### config.mk
export PLATFORM = sky130hd
export DESIGN_NAME = url_percent_decoder_unit
export DESIGN_NICKNAME = d
export VERILOG_FILES = /design/src/design/upd_pkg.sv /design/src/design/url_percent_decoder_unit.sv
export SDC_FILE = /design/constraint.sdc
export NUM_CORES = 1
export LEC_CHECK = 0
export BUFFER_PORTS_ARGS = -buffer_cell sky130_fd_sc_hd__buf_2
export CAP_MARGIN = 15
export CORE_MARGIN = 3
export CORE_UTILIZATION = 63
export CTS_CLUSTER_DIAMETER = 120
export CTS_CLUSTER_SIZE = 20
export DETAILED_ROUTE_END_ITERATION = 16
export PLACE_DENSITY = 0.9
export SYNTH_ARGS = -nofsm -noshare
export SYNTH_HDL_FRONTEND = slang
export SYNTH_SLANG_ARGS = --single-unit
### constraint.sdc
create_clock -name clk_i -period 9.3 [get_ports clk_i]
set_clock_uncertainty 0.1 [all_clocks]
set_input_delay 0.465 -clock clk_i [delete_from_list [all_inputs] [get_ports clk_i]]
set_output_delay 0.465 -clock clk_i [all_outputs]
set_load 0.02 [all_outputs]
### src/design/upd_pkg.sv
// ----------------------------------------------------------------------------
// upd_pkg: shared types and constants of the URL percent decoder
// Beat types for both channels, escape phase codes, character constants and
// the hex digit helpers.
// ----------------------------------------------------------------------------
`default_nettype none

package upd_pkg;

  // input beat: one encoded character
  typedef struct packed {
    logic [7:0] in_byte;
    logic       in_last;
  } in_t;

  // output beat: one decoded byte, or the terminator
  typedef struct packed {
    logic [7:0]  out_byte;
    logic        out_end;
    logic [15:0] out_count;
  } out_t;

  localparam int unsigned CountBitsDefault = 16;
  localparam int unsigned MaxResults       = 4;
  localparam logic [15:0] CapResetValue    = 16'd64;

  // escape phase codes
  localparam logic [1:0] PhasePlain    = 2'd0;
  localparam logic [1:0] PhaseAfterPct = 2'd1;
  localparam logic [1:0] PhaseOneDigit = 2'd2;

  localparam logic [7:0] ChPercent = 8'h25;
  localparam logic [7:0] ChPlus    = 8'h2B;
  localparam logic [7:0] ChSpace   = 8'h20;
  localparam logic [7:0] ChZero    = 8'h30;
  localparam logic [7:0] ChNine    = 8'h39;
  localparam logic [7:0] ChUpperA  = 8'h41;
  localparam logic [7:0] ChUpperF  = 8'h46;
  localparam logic [7:0] ChLowerA  = 8'h61;
  localparam logic [7:0] ChLowerF  = 8'h66;
  localparam logic [7:0] CaseGap   = 8'h20;  // 'a' - 'A'
  localparam logic [7:0] AlphaBase = 8'h37;  // 'A' - 10

  function automatic logic is_hex(input logic [7:0] c);
    logic res;
    res = ((c >= ChZero) && (c <= ChNine)) ||
          ((c >= ChUpperA) && (c <= ChUpperF)) ||
          ((c >= ChLowerA) && (c <= ChLowerF));
    return res;
  endfunction

  function automatic logic [3:0] hex_value(input logic [7:0] c);
    logic [7:0] u;
    logic [7:0] v;
    u = (c >= ChLowerA) ? (c - CaseGap) : c;
    v = (u >= ChUpperA) ? (u - AlphaBase) : (u - ChZero);
    return v[3:0];
  endfunction

endpackage

`default_nettype wire

### src/design/url_percent_decoder_unit.sv
// ----------------------------------------------------------------------------
// url_percent_decoder_unit: streaming URL percent decoder
// Decodes %XX escapes and '+' into bytes, closes each string with a
// terminator beat carrying the number of kept bytes.
// ----------------------------------------------------------------------------
// Usage:
//   Input channel in_valid_i / in_stall_o / in_data_i carries one encoded
//   character per beat, with in_last on the final one. Output channel
//   out_valid_o / out_stall_i / out_data_o carries decoded bytes and, at the
//   end of each string, a terminator beat (out_end set, out_count = total).
//   cfg_we_i / cfg_data_i write the destination capacity (reset 64); write
//   it only while the decoder is idle.
// Data path and throughput:
//   A beat lands in the input register and is decoded into a four entry
//   result buffer once that buffer drains; the output reads its registers.
//   One input beat per cycle is sustained while each beat yields at most one
//   result and the output does not stall; a beat yielding more results holds
//   the buffer until the single output port has drained it, one per cycle.
// Reset:
//   Clears the escape state, the kept count, the ended flag, both buffers
//   and sets the capacity to 64.
// Stalls:
//   A stalled output holds its beat; the input register still takes one
//   more beat, then in_stall_o rises until the result buffer drains.
// ----------------------------------------------------------------------------
`default_nettype none

module url_percent_decoder_unit #(
  parameter int unsigned COUNT_BITS = upd_pkg::CountBitsDefault
) (
  input  wire logic         clk_i,
  input  wire logic         rst_ni,
  input  wire logic         in_valid_i,
  output logic              in_stall_o,
  input  wire upd_pkg::in_t in_data_i,
  output logic              out_valid_o,
  input  wire logic         out_stall_i,
  output upd_pkg::out_t     out_data_o,
  input  wire logic         cfg_we_i,
  input  wire logic [15:0]  cfg_data_i
);

  localparam int unsigned LimW = (COUNT_BITS > 16) ? COUNT_BITS : 16;
  localparam int unsigned NRes = upd_pkg::MaxResults;
  localparam int unsigned IdxW = $clog2(NRes);
  localparam int unsigned NumW = $clog2(NRes + 1);

  // configuration
  logic [15:0] cap_q;

  // input register
  logic         in_full_q, in_full_d;
  upd_pkg::in_t in_q;
  logic         in_accept;

  // stream state
  logic [1:0]            phase_q, phase_d;
  logic [7:0]            held_q, held_d;
  logic [COUNT_BITS-1:0] cnt_q, cnt_d;
  logic                  ended_q, ended_d;

  // result buffer
  upd_pkg::out_t res_q [NRes];
  logic [NumW-1:0] num_q, num_d;
  logic [NumW-1:0] idx_q, idx_d;
  logic            out_pop;
  logic            buf_empty;
  logic            load;

  // decode
  logic [7:0]      cand [NRes];
  logic [NumW-1:0] k_n;
  logic            term;
  logic            clear_cnt;
  logic [7:0]      c;
  logic            do_finish;

  // limit and room
  logic [LimW-1:0]       count_max;
  logic [LimW-1:0]       lim_cap;
  logic [LimW-1:0]       limit;
  logic [LimW-1:0]       cnt_ext;
  logic [LimW-1:0]       diff;
  logic [NumW-1:0]       room;
  logic [NumW-1:0]       kept;
  logic [COUNT_BITS-1:0] cnt_new;
  upd_pkg::out_t         res_d [NRes];

  // handshake
  assign out_valid_o = (idx_q != num_q);
  assign out_data_o  = res_q[idx_q[IdxW-1:0]];
  assign out_pop     = out_valid_o & ~out_stall_i;
  assign buf_empty   = ~out_valid_o;
  assign load        = in_full_q &
                       (buf_empty | (out_pop & ((idx_q + NumW'(1)) == num_q)));
  assign in_stall_o  = in_full_q & ~load;
  assign in_accept   = in_valid_i & ~in_stall_o;
  assign in_full_d   = in_accept | (in_full_q & ~load);

  // decode one character into candidate bytes and the next state
  always_comb begin
    for (int i = 0; i < NRes; i++) begin
      cand[i] = '0;
    end
    k_n       = '0;
    term      = 1'b0;
    clear_cnt = 1'b0;
    do_finish = 1'b0;
    phase_d   = phase_q;
    held_d    = held_q;
    ended_d   = ended_q;
    c         = in_q.in_byte;

    if (ended_q) begin
      // swallow the rest of a string ended early
      if (in_q.in_last) begin
        ended_d = 1'b0;
      end
    end else if (c == 8'd0) begin
      do_finish = 1'b1;
      ended_d   = ~in_q.in_last;
    end else begin
      case (phase_q)
        upd_pkg::PhaseAfterPct: begin
          if (upd_pkg::is_hex(c)) begin
            held_d  = c;
            phase_d = upd_pkg::PhaseOneDigit;
          end else begin
            // broken escape: literal percent, then c as plain text
            cand[k_n[IdxW-1:0]] = upd_pkg::ChPercent;
            k_n = k_n + NumW'(1);
            phase_d = upd_pkg::PhasePlain;
            if (c == upd_pkg::ChPercent) begin
              phase_d = upd_pkg::PhaseAfterPct;
            end else begin
              cand[k_n[IdxW-1:0]] = (c == upd_pkg::ChPlus) ? upd_pkg::ChSpace : c;
              k_n = k_n + NumW'(1);
            end
          end
        end
        upd_pkg::PhaseOneDigit: begin
          phase_d = upd_pkg::PhasePlain;
          if (upd_pkg::is_hex(c)) begin
            cand[k_n[IdxW-1:0]] = {upd_pkg::hex_value(held_q), upd_pkg::hex_value(c)};
            k_n = k_n + NumW'(1);
          end else begin
            // percent, held digit, then c as plain text
            cand[k_n[IdxW-1:0]] = upd_pkg::ChPercent;
            k_n = k_n + NumW'(1);
            cand[k_n[IdxW-1:0]] = held_q;
            k_n = k_n + NumW'(1);
            if (c == upd_pkg::ChPercent) begin
              phase_d = upd_pkg::PhaseAfterPct;
            end else begin
              cand[k_n[IdxW-1:0]] = (c == upd_pkg::ChPlus) ? upd_pkg::ChSpace : c;
              k_n = k_n + NumW'(1);
            end
          end
        end
        default: begin
          phase_d = upd_pkg::PhasePlain;
          if (c == upd_pkg::ChPercent) begin
            phase_d = upd_pkg::PhaseAfterPct;
          end else begin
            cand[k_n[IdxW-1:0]] = (c == upd_pkg::ChPlus) ? upd_pkg::ChSpace : c;
            k_n = k_n + NumW'(1);
          end
        end
      endcase
      do_finish = in_q.in_last;
    end

    // flush a pending escape and close the string
    if (do_finish) begin
      if (phase_d == upd_pkg::PhaseAfterPct) begin
        cand[k_n[IdxW-1:0]] = upd_pkg::ChPercent;
        k_n = k_n + NumW'(1);
      end else if (phase_d == upd_pkg::PhaseOneDigit) begin
        cand[k_n[IdxW-1:0]] = upd_pkg::ChPercent;
        k_n = k_n + NumW'(1);
        if (k_n < NumW'(NRes)) begin
          cand[k_n[IdxW-1:0]] = held_d;
          k_n = k_n + NumW'(1);
        end
      end
      term      = 1'b1;
      clear_cnt = 1'b1;
      phase_d   = upd_pkg::PhasePlain;
      held_d    = '0;
    end
  end

  // capacity limit and how many candidates still fit
  always_comb begin
    count_max = LimW'({COUNT_BITS{1'b1}});
    lim_cap   = (cap_q == 16'd0) ? '0 : LimW'(cap_q - 16'd1);
    limit     = (lim_cap > count_max) ? count_max : lim_cap;
    cnt_ext   = LimW'(cnt_q);
    diff      = limit - cnt_ext;
    if (limit <= cnt_ext) begin
      room = '0;
    end else if (diff >= LimW'(NRes)) begin
      room = NumW'(NRes);
    end else begin
      room = diff[NumW-1:0];
    end
    kept    = (k_n < room) ? k_n : room;
    cnt_new = cnt_q + COUNT_BITS'(kept);
    cnt_d   = clear_cnt ? '0 : cnt_new;
    num_d   = kept + NumW'(term);
  end

  // result buffer contents
  always_comb begin
    for (int i = 0; i < NRes; i++) begin
      logic [LimW-1:0] cnt_i;
      cnt_i = cnt_ext + LimW'(i + 1);
      res_d[i].out_byte  = cand[i];
      res_d[i].out_end   = 1'b0;
      res_d[i].out_count = cnt_i[15:0];
      if ((NumW'(i) == kept) && term) begin
        res_d[i].out_byte  = 8'd0;
        res_d[i].out_end   = 1'b1;
        res_d[i].out_count = cnt_ext[15:0] + 16'(kept);
      end
    end
  end

  // drain pointer
  always_comb begin
    idx_d = idx_q;
    if (load) begin
      idx_d = '0;
    end else if (out_pop) begin
      idx_d = idx_q + NumW'(1);
    end
  end

  // control registers
  always_ff @(posedge clk_i or negedge rst_ni) begin
    if (!rst_ni) begin
      cap_q     <= upd_pkg::CapResetValue;
      in_full_q <= 1'b0;
      phase_q   <= upd_pkg::PhasePlain;
      held_q    <= '0;
      cnt_q     <= '0;
      ended_q   <= 1'b0;
      num_q     <= '0;
      idx_q     <= '0;
    end else begin
      if (cfg_we_i) begin
        cap_q <= cfg_data_i;
      end
      in_full_q <= in_full_d;
      idx_q     <= idx_d;
      if (load) begin
        phase_q <= phase_d;
        held_q  <= held_d;
        cnt_q   <= cnt_d;
        ended_q <= ended_d;
        num_q   <= num_d;
      end
    end
  end

  // payload registers
  always_ff @(posedge clk_i) begin
    if (in_accept) begin
      in_q <= in_data_i;
    end
    if (load) begin
      for (int i = 0; i < NRes; i++) begin
        res_q[i] <= res_d[i];
      end
    end
  end

endmodule

`default_nettype wire

==> flow_metrics.py <==
metrics = {
    "status": {
        "status": "finished, final reports clean",
    },
    "clock_tree": {
        "cts_num_sinks": 159,
        "cts_tree": "built",
        "clockBufferDepth": 2,
        "htreeDepth": 4,
        "ctsResizeCount": 0,
        "clk_latency_ns": 0.43,
        "hold_buffers": 0,
        "path_clk_slew_ns": 0.07,
        "cts_made_buffers": 17,
        "root_buffer": "clkbuf_16",
        "post-cts-setup-buffers": 0,
    },
    "yosys": {
        "synth.avg_cell_area_um2": 9.84,
        "ys_ff_latch": 159,
        "async_flop_share_pct": 31.4,
        "synth-seq-area-share_pct": 40.7,
        "synthesis.nets": 1213,
        "synth-compound-area-share_pct": 13.2,
        "synth_edf_count": 109,
        "synth-simple-area-share_pct": 18.8,
        "synthXorXnorAreaFrac_pct": 6.37,
        "syn_area_um2": 11100,
        "synth-main-ff-cell": "edfxtp_1",
        "synth_fa_ha_area_share_pct": 5.98,
        "muxShareOfSynthArea_pct": 10.4,
        "ys_warn_count": 0,
        "syn_inst": 1131,
        "synth_top_family_by_area": "simple AND/OR/NAND/NOR gates",
        "synth_cell_types": 86,
    },
    "run": {
        "drv_cap": 0,
    },
    "setup_path": {
        "reg2reg_from": "cap_q[2]",
        "setup.worst_path.end_class": "flip-flop",
        "crit_end": "res_q[0][14]",
        "rr_worst_depth": 30,
        "worst-setup-path-type": "flip-flop to flip-flop",
        "cp-start-kind": "flip-flop",
        "cpPeakStageDelay_ns": 0.56,
        "crit_slowest_cell": "nor4_1",
        "critical_path_required_ns": 9.38,
        "cp-startpoint": "cap_q[2]",
        "crit_arrival_ns": 8.43,
        "cp_max_fo": 13,
        "rrSetupSlack_ns": 0.94,
        "r2r-end": "res_q[0][14]",
    },
    "route": {
        "num_vias": 9271,
        "wl_per_cell_um": 20.8,
        "avgViaCountPerCell": 6.73,
        "post-route-drc-count": 0,
        "antenna_left": 0,
        "first_iter_violations": 1249,
        "dr.pass1.iters": 6,
        "drt-total-wl_mm": 28.6,
    },
    "timing": {
        "finalSetupTns_ns": 0,
        "tightest_slew_ns": 1.04,
        "rsz0062_at_grt": "no",
        "slew_headroom_pct": 30.6,
        "drv_slew": 0,
        "final.period_utilization_pct": 89.9,
        "fmax_mhz": 120,
        "fin_crit_ns": 8.36,
        "finalHoldViolations": 0,
        "holdWs_ns": 0.0488,
        "finalSetupViolations": 0,
    },
    "grt": {
        "grt_antenna_before_repair": 0,
        "grt_max_degree": 73,
        "grt_pass1_vias": 8856,
        "grt_overflow": 0,
        "grt_pass1_wl_mm": 46.2,
        "grtUsageTotal_pct": 29.6,
    },
    "floorplanning": {
        "design.portCount": 57,
        "die_h_um": 139,
        "num_rows": 47,
        "initial_core_util_pct": 65.7,
        "core_area_um2": 16900,
        "die_width_um": 139,
        "dieArea_um2": 19300,
    },
    "min_path": {
        "hp-class": "input pin to async pin",
    },
    "placed_design": {
        "portBuffers": 56,
        "dp.final_hpwl_mm": 20.4,
        "gp_congestion": 1.01,
        "post_dp_cell_area_um2": 11400,
    },
    "power": {
        "ir_worst_vdd_mv": 0.251,
        "power_leakage_nw": 4.62,
        "power_density_nw_per_um2": 285,
    },
    "finish": {
        "layout_commonest_cell": "nand2_1",
        "multi_input_area_um2": 6100,
        "nNetsFinal": 1227,
        "drive_gt1_share_pct": 14.5,
        "layout_common_cells": "nand2_1, edfxtp_1, nor2_1",
        "final_util_pct": 71.0,
        "syn_to_final_growth_pct": 7.99,
        "diodes": 0,
        "fin_area_um2": 12000,
        "seqCellArea_um2": 4530,
        "fill_cells": 1223,
    },
}
-- routing by layer --
metal	part of all wire [%]	GRT usage (%)	up-vias
met5	0	0	-
met3	11	6.14	120
met1	40	40.9	4387
li1	-	-	4182
met4	3.4	11.3	0
met2	46	46.5	582
-- cell usage after synthesis (13+ instances only) --
cell      count  area, um^2
mux4_2       25         563
xnor2_1      70         613
nand2_1     113         424
nor4_1       18         113
nand3_1      36         180
clkbuf_1     47         176
edfxtp_1    109        3270
a21oi_1      53         265
nor3_1       26         130
mux2i_1      39         390
o21ai_0      61         305
or3_1        13        81.3
ha_1         50         626
nor2_1      105         394
mux2_2       17         191
dfrtp_1      49        1230
inv_1        38         143
nand2b_1     15        93.8
-- sequential cells by signal, summed over array words and instances, names as in the netlist --
| register | cells |
|---|---|
| idx_q | 3 |
| c | 8 |
| phase_q | 2 |
| in_q | 1 |
| ended_q | 1 |
| in_full_q | 1 |
| cap_q | 16 |
| cnt_ext | 16 |
| num_q | 3 |
| res_q | 100 |
| held_q | 8 |
-- worst min path at each step --
stage / from / slack (ns) / end
after floorplan: rst_ni / 0.07 / cap_q[0]
after CTS: rst_ni / 0.08 / held_q[1]
final: rst_ni / 0.05 / held_q[1]
after global placement: in_q[0] / 0.36 / ended_q
after global routing: rst_ni / 0.09 / held_q[7]
after detailed placement: in_q[0] / 0.36 / ended_q
-- critical path, delay by kind of cell, from the launching register on --
family                     cells  cell delay [ns]
AOI/OAI and AO/OA              8             1.57
xor gates and xnor gates       1             0.08
adders and majority gates      3             0.92
buffers and inverters          1             0.11
DFF                            1             0.42
muxes                          1             0.33
and+or+nand+nor               16             4.56
-- cell families after synthesis --
group,count (synthesis)
AO/OA/AOI/OAI,229
buffers and inverters,116
XOR/XNOR,81
AND/OR/NAND/NOR,412
flip-flops,159
adder cells (fa/ha/maj),52
multiplexers,82
-- metrics by stage --
step                      instances  total power [mW]  setup slack [ns]
after global routing           1378              3.60             0.322
after floorplan                1131              2.32              2.17
after global placement         1346              2.64              1.54
final                          1378              3.43             0.941
after detailed placement       1346              2.70              1.21
after CTS                      1378              3.42              1.10
-- cell type report --
class	count	area share [%]
Multi-Input combinational cell	856	50.8
Inverter	48	1.52
Clock inverter	14	1.43
Clock buffer	18	3.57
Timing Repair Buffer	63	2.77
Tap cell	220	2.29
Sequential cell	159	37.7
-- report_power, final --
part | internal (mW) | switching [mW] | total [mW]
Sequential | 1.16 | 0.185 | 1.34
Combinational | 0.480 | 0.892 | 1.37
Clock | 0.405 | 0.309 | 0.714
Total | 2.04 | 1.39 | 3.43
No activity file was read; power rests on OpenSTA's default activity.
